==> src/tgd_pkg.sv <==
package tgd_pkg;

   localparam int RateWidth    = 16;
   localparam int AxisWidth    = (RateWidth + 1 > 17) ? RateWidth + 1 : 17;
   localparam int TimeWidth    = 32;
   localparam int LevelWidth   = 15;
   localparam int MsWidth      = 16;
   localparam int OrientWidth  = 3;
   localparam int CsrAddrWidth = 5;
   localparam int CsrDataWidth = 32;

   typedef enum logic [1:0] {
      FuncSample    = 2'd0,
      FuncWake      = 2'd1,
      FuncSleep     = 2'd2,
      FuncReadClear = 2'd3
   } func_type;

   typedef enum logic [2:0] {
      RegRateThreshold = 3'd0,
      RegNeutralRate   = 3'd1,
      RegCooldown      = 3'd2,
      RegSettle        = 3'd3,
      RegPollInterval  = 3'd4,
      RegOrientation   = 3'd5,
      RegInvert        = 3'd6,
      RegPageEnable    = 3'd7
   } reg_index_type;

   localparam logic [OrientWidth-1:0] OrientPortrait     = 3'd0;
   localparam logic [OrientWidth-1:0] OrientInverted     = 3'd1;
   localparam logic [OrientWidth-1:0] OrientLandscapeCw  = 3'd2;
   localparam logic [OrientWidth-1:0] OrientLandscapeCcw = 3'd3;

   localparam logic [LevelWidth-1:0]  RateThresholdReset = 15'd1600;
   localparam logic [LevelWidth-1:0]  NeutralRateReset   = 15'd480;
   localparam logic [MsWidth-1:0]     CooldownReset      = 16'd500;
   localparam logic [MsWidth-1:0]     SettleReset        = 16'd100;
   localparam logic [MsWidth-1:0]     PollIntervalReset  = 16'd50;
   localparam logic [OrientWidth-1:0] OrientationReset   = OrientPortrait;

   typedef struct packed {
      func_type                     func;
      logic signed [RateWidth-1:0]  rate_x;
      logic signed [RateWidth-1:0]  rate_y;
      logic [TimeWidth-1:0]         now_ms;
   } req_type;

   typedef struct packed {
      logic forward_event;
      logic back_event;
      logic activity;
      logic sample_used;
   } rsp_type;

   typedef struct packed {
      logic [LevelWidth-1:0]  rate_threshold;
      logic [LevelWidth-1:0]  neutral_rate;
      logic [MsWidth-1:0]     rearm_ms;
      logic [MsWidth-1:0]     settle_ms;
      logic [MsWidth-1:0]     sample_gap_ms;
      logic [OrientWidth-1:0] orientation;
      logic                   invert_direction;
      logic                   page_enable;
   } cfg_type;

endpackage

==> src/tgd_csr.sv <==
module tgd_csr (
   input  logic                               clock,
   input  logic                               reset,
   input  logic                               csr_psel,
   input  logic                               csr_penable,
   input  logic                               csr_pwrite,
   input  logic [tgd_pkg::CsrAddrWidth-1:0]   csr_paddr,
   input  logic [tgd_pkg::CsrDataWidth-1:0]   csr_pwdata,
   output logic [tgd_pkg::CsrDataWidth-1:0]   csr_prdata,
   output logic                               csr_pready,
   output tgd_pkg::cfg_type                   cfg
);
   import tgd_pkg::*;

   cfg_type       cfg_ff;
   cfg_type       cfg_in;
   reg_index_type index;
   logic          write_en;

   assign index      = reg_index_type'(csr_paddr[CsrAddrWidth-1:2]);
   assign write_en   = csr_psel && csr_penable && csr_pwrite;
   assign csr_pready = 1'b1;
   assign cfg        = cfg_ff;

   always_comb begin
      cfg_in = cfg_ff;
      if (write_en) begin
         unique case (index)
            RegRateThreshold: cfg_in.rate_threshold   = csr_pwdata[LevelWidth-1:0];
            RegNeutralRate:   cfg_in.neutral_rate     = csr_pwdata[LevelWidth-1:0];
            RegCooldown:      cfg_in.rearm_ms         = csr_pwdata[MsWidth-1:0];
            RegSettle:        cfg_in.settle_ms        = csr_pwdata[MsWidth-1:0];
            RegPollInterval:  cfg_in.sample_gap_ms    = csr_pwdata[MsWidth-1:0];
            RegOrientation:   cfg_in.orientation      = csr_pwdata[OrientWidth-1:0];
            RegInvert:        cfg_in.invert_direction = csr_pwdata[0];
            RegPageEnable:    cfg_in.page_enable      = csr_pwdata[0];
            default:          cfg_in = cfg_ff;
         endcase
      end
   end

   always_ff @(posedge clock) begin
      if (reset) begin
         cfg_ff.rate_threshold   <= RateThresholdReset;
         cfg_ff.neutral_rate     <= NeutralRateReset;
         cfg_ff.rearm_ms         <= CooldownReset;
         cfg_ff.settle_ms        <= SettleReset;
         cfg_ff.sample_gap_ms    <= PollIntervalReset;
         cfg_ff.orientation      <= OrientationReset;
         cfg_ff.invert_direction <= 1'b0;
         cfg_ff.page_enable      <= 1'b1;
      end else begin
         cfg_ff <= cfg_in;
      end
   end

   always_comb begin
      unique case (index)
         RegRateThreshold: csr_prdata = CsrDataWidth'(cfg_ff.rate_threshold);
         RegNeutralRate:   csr_prdata = CsrDataWidth'(cfg_ff.neutral_rate);
         RegCooldown:      csr_prdata = CsrDataWidth'(cfg_ff.rearm_ms);
         RegSettle:        csr_prdata = CsrDataWidth'(cfg_ff.settle_ms);
         RegPollInterval:  csr_prdata = CsrDataWidth'(cfg_ff.sample_gap_ms);
         RegOrientation:   csr_prdata = CsrDataWidth'(cfg_ff.orientation);
         RegInvert:        csr_prdata = CsrDataWidth'(cfg_ff.invert_direction);
         RegPageEnable:    csr_prdata = CsrDataWidth'(cfg_ff.page_enable);
         default:          csr_prdata = '0;
      endcase
   end

endmodule

==> src/tilt_gesture_detector_core.sv <==
// Tilt gesture detector core.
// Request channel (req_valid/req_ready/req_data): one command per request,
// either a gyro sample, wake, sleep or read-and-clear of the event latches.
// Response channel (rsp_valid/rsp_ready/rsp_data): exactly one response per
// request, in order, carrying the forward, back and activity latches as they
// stand after the request's update and before any clear, plus sample_used.
// Latency: the response is valid in the cycle after the request is taken.
// Throughput: one request per cycle while no response waits or rsp_ready is
// high; all state is updated in the accept cycle by a single
// compare-and-subtract stage in front of the response register.
// Stall: while a response waits, a new request is taken in the same cycle
// the waiting one is taken; otherwise req_ready stays low.
// Reset: synchronous, active high; the block comes up asleep, latches and
// timestamps cleared, configuration at its defaults.
// Configuration: APB-style port, register i at byte address 4*i, pready
// always high; write only while no request is in flight.
module tilt_gesture_detector_core (
   input  logic                               clock,
   input  logic                               reset,
   input  logic                               req_valid,
   output logic                               req_ready,
   input  tgd_pkg::req_type                   req_data,
   output logic                               rsp_valid,
   input  logic                               rsp_ready,
   output tgd_pkg::rsp_type                   rsp_data,
   input  logic                               csr_psel,
   input  logic                               csr_penable,
   input  logic                               csr_pwrite,
   input  logic [tgd_pkg::CsrAddrWidth-1:0]   csr_paddr,
   input  logic [tgd_pkg::CsrDataWidth-1:0]   csr_pwdata,
   output logic [tgd_pkg::CsrDataWidth-1:0]   csr_prdata,
   output logic                               csr_pready
);
   import tgd_pkg::*;

   cfg_type cfg;

   logic                 awake_ff, awake_in;
   logic                 holding_ff, holding_in;
   logic [TimeWidth-1:0] last_trigger_ff, last_trigger_in;
   logic [TimeWidth-1:0] last_poll_ff, last_poll_in;
   logic [TimeWidth-1:0] wake_ff, wake_in;
   logic                 forward_ff, forward_in;
   logic                 back_ff, back_in;
   logic                 activity_ff, activity_in;
   logic                 rsp_valid_ff, rsp_valid_in;
   rsp_type              rsp_data_ff, rsp_data_in;

   logic                        req_fire;
   logic signed [AxisWidth-1:0] ext_x, ext_y, axis, threshold;
   logic [AxisWidth-1:0]        abs_rate;
   logic [TimeWidth-1:0]        since_wake, since_poll, since_trigger;
   logic                        sample_ok;
   logic                        fwd_upd, back_upd, act_upd;

   tgd_csr u_csr (
      .clock       (clock),
      .reset       (reset),
      .csr_psel    (csr_psel),
      .csr_penable (csr_penable),
      .csr_pwrite  (csr_pwrite),
      .csr_paddr   (csr_paddr),
      .csr_pwdata  (csr_pwdata),
      .csr_prdata  (csr_prdata),
      .csr_pready  (csr_pready),
      .cfg         (cfg)
   );

   assign req_ready = !rsp_valid_ff || rsp_ready;
   assign req_fire  = req_valid && req_ready;
   assign rsp_valid = rsp_valid_ff;
   assign rsp_data  = rsp_data_ff;

   assign ext_x     = AxisWidth'(req_data.rate_x);
   assign ext_y     = AxisWidth'(req_data.rate_y);
   assign threshold = $signed(AxisWidth'(cfg.rate_threshold));

   always_comb begin
      unique case (cfg.orientation)
         OrientPortrait:     axis = cfg.invert_direction ? -ext_x : ext_x;
         OrientInverted:     axis = cfg.invert_direction ? ext_x : -ext_x;
         OrientLandscapeCw:  axis = cfg.invert_direction ? ext_y : -ext_y;
         OrientLandscapeCcw: axis = cfg.invert_direction ? -ext_y : ext_y;
         default:            axis = ext_x;
      endcase
   end

   assign abs_rate      = axis[AxisWidth-1] ? unsigned'(-axis) : unsigned'(axis);
   assign since_wake    = req_data.now_ms - wake_ff;
   assign since_poll    = req_data.now_ms - last_poll_ff;
   assign since_trigger = req_data.now_ms - last_trigger_ff;
   assign sample_ok     = awake_ff
                          && (since_wake >= TimeWidth'(cfg.settle_ms))
                          && (since_poll >= TimeWidth'(cfg.sample_gap_ms));

   always_comb begin
      awake_in        = awake_ff;
      holding_in      = holding_ff;
      last_trigger_in = last_trigger_ff;
      last_poll_in    = last_poll_ff;
      wake_in         = wake_ff;
      fwd_upd         = forward_ff;
      back_upd        = back_ff;
      act_upd         = activity_ff;
      rsp_valid_in    = rsp_valid_ff;
      rsp_data_in     = rsp_data_ff;

      if (rsp_valid_ff && rsp_ready) begin
         rsp_valid_in = 1'b0;
      end

      if (req_fire) begin
         unique case (req_data.func)
            FuncSample: begin
               if (sample_ok) begin
                  last_poll_in = req_data.now_ms;
                  if (cfg.page_enable) begin
                     if (holding_ff) begin
                        if (abs_rate < AxisWidth'(cfg.neutral_rate)) begin
                           holding_in = 1'b0;
                        end
                     end else if (since_trigger >= TimeWidth'(cfg.rearm_ms)) begin
                        if (axis > threshold) begin
                           fwd_upd         = 1'b1;
                           act_upd         = 1'b1;
                           holding_in      = 1'b1;
                           last_trigger_in = req_data.now_ms;
                        end else if (axis < -threshold) begin
                           back_upd        = 1'b1;
                           act_upd         = 1'b1;
                           holding_in      = 1'b1;
                           last_trigger_in = req_data.now_ms;
                        end
                     end
                  end
               end
            end
            FuncWake: begin
               last_poll_in    = req_data.now_ms;
               last_trigger_in = req_data.now_ms;
               wake_in         = req_data.now_ms;
               awake_in        = 1'b1;
            end
            FuncSleep: begin
               holding_in = 1'b0;
               awake_in   = 1'b0;
            end
            FuncReadClear: begin
               awake_in = awake_ff;
            end
            default: begin
               awake_in = awake_ff;
            end
         endcase

         rsp_valid_in              = 1'b1;
         rsp_data_in.forward_event = fwd_upd;
         rsp_data_in.back_event    = back_upd;
         rsp_data_in.activity      = act_upd;
         rsp_data_in.sample_used   = (req_data.func == FuncSample) && sample_ok;
      end

      forward_in  = fwd_upd;
      back_in     = back_upd;
      activity_in = act_upd;
      if (req_fire && (req_data.func == FuncSleep || req_data.func == FuncReadClear)) begin
         forward_in  = 1'b0;
         back_in     = 1'b0;
         activity_in = 1'b0;
      end
   end

   always_ff @(posedge clock) begin
      if (reset) begin
         awake_ff        <= 1'b0;
         holding_ff      <= 1'b0;
         last_trigger_ff <= '0;
         last_poll_ff    <= '0;
         wake_ff         <= '0;
         forward_ff      <= 1'b0;
         back_ff         <= 1'b0;
         activity_ff     <= 1'b0;
         rsp_valid_ff    <= 1'b0;
      end else begin
         awake_ff        <= awake_in;
         holding_ff      <= holding_in;
         last_trigger_ff <= last_trigger_in;
         last_poll_ff    <= last_poll_in;
         wake_ff         <= wake_in;
         forward_ff      <= forward_in;
         back_ff         <= back_in;
         activity_ff     <= activity_in;
         rsp_valid_ff    <= rsp_valid_in;
      end
   end

   always_ff @(posedge clock) begin
      rsp_data_ff <= rsp_data_in;
   end

   a_holding_needs_awake: assert property (@(posedge clock) disable iff (reset)
      holding_ff |-> awake_ff)
      else $error("gesture held while asleep");

   a_event_sets_activity: assert property (@(posedge clock) disable iff (reset)
      (forward_ff || back_ff) |-> activity_ff)
      else $error("event latch without activity latch");

   a_sleep_clears: assert property (@(posedge clock) disable iff (reset)
      (req_fire && req_data.func == FuncSleep)
      |=> (!awake_ff && !holding_ff && !forward_ff && !back_ff && !activity_ff))
      else $error("sleep left state behind");

   a_fire_gives_rsp: assert property (@(posedge clock) disable iff (reset)
      req_fire |=> rsp_valid_ff)
      else $error("accepted request produced no response");

   a_used_only_sample: assert property (@(posedge clock) disable iff (reset)
      (req_fire && req_data.func != FuncSample) |=> !rsp_data_ff.sample_used)
      else $error("command flagged as used sample");

endmodule
==> config.mk <==
export PLATFORM = sky130hd
export DESIGN_NAME = tilt_gesture_detector_core
export DESIGN_NICKNAME = d
export VERILOG_FILES = /design/src/tgd_pkg.sv /design/src/tgd_csr.sv /design/src/tilt_gesture_detector_core.sv
export SDC_FILE = /design/constraint.sdc
export NUM_CORES = 1
export LEC_CHECK = 0
export ABC_CLOCK_PERIOD_IN_PS = 6900
export BUFFER_PORTS_ARGS = -buffer_cell sky130_fd_sc_hd__buf_2
export CAP_MARGIN = 30
export CORE_MARGIN = 2
export CORE_UTILIZATION = 41
export CTS_BUF_LIST = sky130_fd_sc_hd__clkbuf_4 sky130_fd_sc_hd__clkbuf_8 sky130_fd_sc_hd__clkbuf_16
export DETAILED_ROUTE_END_ITERATION = 10
export GPL_ROUTABILITY_DRIVEN = 0
export PLACE_DENSITY = 0.59
export SYNTH_ARGS = -nofsm -noshare
export SYNTH_HDL_FRONTEND = slang
export SYNTH_SLANG_ARGS = --single-unit
==> constraint.sdc <==
create_clock -name clock -period 6.9 [get_ports clock]
set_input_delay 0.69 -clock clock [delete_from_list [all_inputs] [get_ports clock]]
set_output_delay 0.69 -clock clock [all_outputs]
set_load 0.005 [all_outputs]
==> run metrics <==
setup bufs post-CTS=0; Net count, final=2755; post-synth top area share=21.0%; Final Core Density=a little under half; max_slew headroom=between 30% and 40%; Die H=211 um; via/cell ratio=5.81; Sw Share=36.4%; Worst-Skew Late Latency=roughly 0.48 ns; Hold Vio Cnt, Final=0; PwrDens=163 nW/um^2; top cells by area, synth=dfxtp_1 (21%), ha_1 (14%), nand2_1 (8.2%); multi-input logic area=around 12000 um^2; Avg Cell Area, Syn=approximately 7.3 um^2; Sequential Area=3820 um^2; WL final=roughly 56000 um; DRC viols=2; cell class contributing the biggest share of worst-path delay=compound AO/OA/AOI/OAI gates; RSZ-0062 raised after global routing=false; leakage=7.38 nW; H-tree depth=4; per-cell routed wire length=roughly 19 um; run status=finished with violations; Yosys reg bits=189; initial antenna violation count=3; Finished Layout Cells=3002; Core Region=42200 um^2; gr usage total=between 20% and 30%; vias in the first global route=16000; placed cell areas=18500 um^2; CTS Hold Buffers Added=0; fill count=~4300; I/O Buffers=roughly 110; WP depth=25; Syn Inst Count=around 2400; synth warn=0; drt initial violations=1519; P_sw=1.13 mW; Reg2Reg Depth=23; first-pass GRT wire length=87500 um; Worst Setup Start Kind=primary input; Final period util=between 80% and 90%; Final HPWL DP=44500 um; crit path DAT=6.09 ns; root buf cell=clkbuf_16; post_cts resized=0; clock buffer depth=2; max cap viols=0; Initial Util=41.7%; Seq/Total Area, Yosys=a little over a fifth; Routed Antenna Nets=0; CP bufs+invs=5; Top-Level Pins=approximately 150; EDFF count, synth=4; Area growth syn-to-layout=8.38%; DIE WIDTH=211 um; CP peak stage delay=0.47 ns; violations in the final reports=design-rule violations; number of detailed-route iterations in the first pass=9; TritonCTS Buffers=17; Final min period=5.77 ns; clk slew on worst S/H paths=around 0.08 ns; Primary FF master, synth=dfxtp_1; crit path max fanout=18; final setup vio count=0; Worst Hold Class=reg -> reg; vias=17400; Row Count=75; Worst Setup End Kind=register; Sequential Power Share=36.4%; VDD IR max=0.197 mV; Post-synth ARST share=0%; DIE AREA=44700 um^2; Clock Skews=0.0220 ns; Crit Path Category=in -> reg; share of cells above drive strength 1=8.57%; final instance area=19100 um^2; Gate power share=between 30% and 40%; P_int=a little under 2 mW; slowest CP cell=a31oi_1; Fin Setup TNS=0 ns; fmax=173 MHz; Cell variety after synth=89; # clock sinks=189; dpl cells=2969; Worst Tran Pin Value=0.967 ns; global route overflow=0; Worst Path Required=7.22 ns; Netlist Area Pre-Place=between 15000 and 20000 um^2; Hold Slack=0.455 ns; leading area contributor after synthesis=dfxtp_1; largest net degree at the start of global routing=just under 90; Slew Viols, Final=0; hold depth=2; TritonCTS clock tree=built; Clock power frac=32.5%
## metal layers
layer  track usage, %  part of all wire (%)  vias to the layer above  wire (um)
li1                 -                     -                     8607          -
met1             34.9                    46                     8152      26000
met2             39.3                    44                      584      24900
met3             2.86                   6.3                       99       3510
met4             8.14                   2.8                        0       1590
met5                0                     0                        -          0
## kinds of logic after synthesis
logic type / after synthesis / share of synthesized area, %
simple gates: 770 / 20.0
compound gates: 724 / 26.4
other cells: 2 / 0.0426
xor+xnor: 106 / 5.27
fa+ha+maj: 196 / 14.0
flops: 189 / 21.7
buf+inv: 369 / 8.66
mux: 63 / 3.83
## cells in the final DEF (no fill, tap or decap), drive strengths merged, types with 17 or more instances in the layout
master	count
a211o	19
a211oi	18
a21o	68
a21oi	268
a22oi	23
and3	17
buf	136
clkbuf	18
conb	17
dfxtp	185
ha	193
inv	234
mux2i	55
nand2	389
nand2b	22
nand3	36
nand4	41
nor2	127
nor2b	17
nor3	49
o211ai	28
o21ai	109
o22ai	21
o31ai	47
xnor2	63
xor2	43
## synth_stat cells (8+ instances only)
cell      instances
clkbuf_1         97
a211o_1          19
nor2_1          127
or4_1            12
o21ai_0         100
o31ai_1          46
buf_4            19
and2_1            8
nor2b_1          17
nand2_1         387
buf_2            14
xor2_1           43
a221oi_1         11
nor4_1            9
mux2i_1          55
nand3_1          36
nor3_1           47
a211oi_1         17
dfxtp_1         185
a31oi_1          16
o21a_1           16
a21oi_1         263
o211ai_1         28
a21boi_0          8
a21o_1           68
or3_1            12
o21ai_1           8
nand4_1          41
inv_1           229
xnor2_1          63
o22ai_1          21
and3_1           17
ha_1            193
a22oi_1          23
nand2b_1         22
## registers in the layout, indices dropped and copies added (netlist names)
name / count
activity_ff: 1
awake_ff: 1
back_ff: 1
forward_ff: 1
holding_ff: 1
last_poll_ff: 32
last_trigger_ff: 32
rsp_data: 4
rsp_valid: 1
u_csr.cfg: 83
wake_ff: 32
## worst min-delay path: stages (launching register included)
cell     delay [ns]
dfxtp_1        0.31
nand2_1        0.05
a21oi_1        0.05
## cell type report
type / count / share of cell area, %
multi-input cells: 1876 / 64.7
flip-flops and latches: 189 / 20.0
inverters: 229 / 4.50
repair buffers: 136 / 4.16
well taps: 539 / 3.53
clock buffers: 18 / 2.30
clock inverters: 14 / 0.799
diodes: 1 / 0.0131
## through the flow
step                      power (mW)  setup slack [ns]
after floorplan                 1.84              1.83
after detailed placement        2.11             0.644
after CTS                       3.11              1.13
after global routing            3.27             0.822
final                           3.11              1.13
after global placement          2.09             0.679
## worst paths after layout
kind	start	endpoint	slack (ns)
worst min-delay path	wake_ff[15]	wake_ff[15]	0.45
worst max-delay path	req_data[0]	last_poll_ff[15]	1.13
worst max register to register	last_poll_ff[0]	last_poll_ff[15]	1.23
worst min register to register	wake_ff[15]	wake_ff[15]	0.45
## power by group through the flow
stage | Combinational (mW) | Clock [mW] | Sequential, mW
floorplan | 0.686 | 0 | 1.15
global placement | 0.931 | 0 | 1.16
detailed placement | 0.948 | 0 | 1.16
CTS | 0.954 | 1.03 | 1.13
global route | 1.07 | 1.06 | 1.14
finish | 0.964 | 1.01 | 1.13
Note: power is estimated with default switching activity, not from simulation.
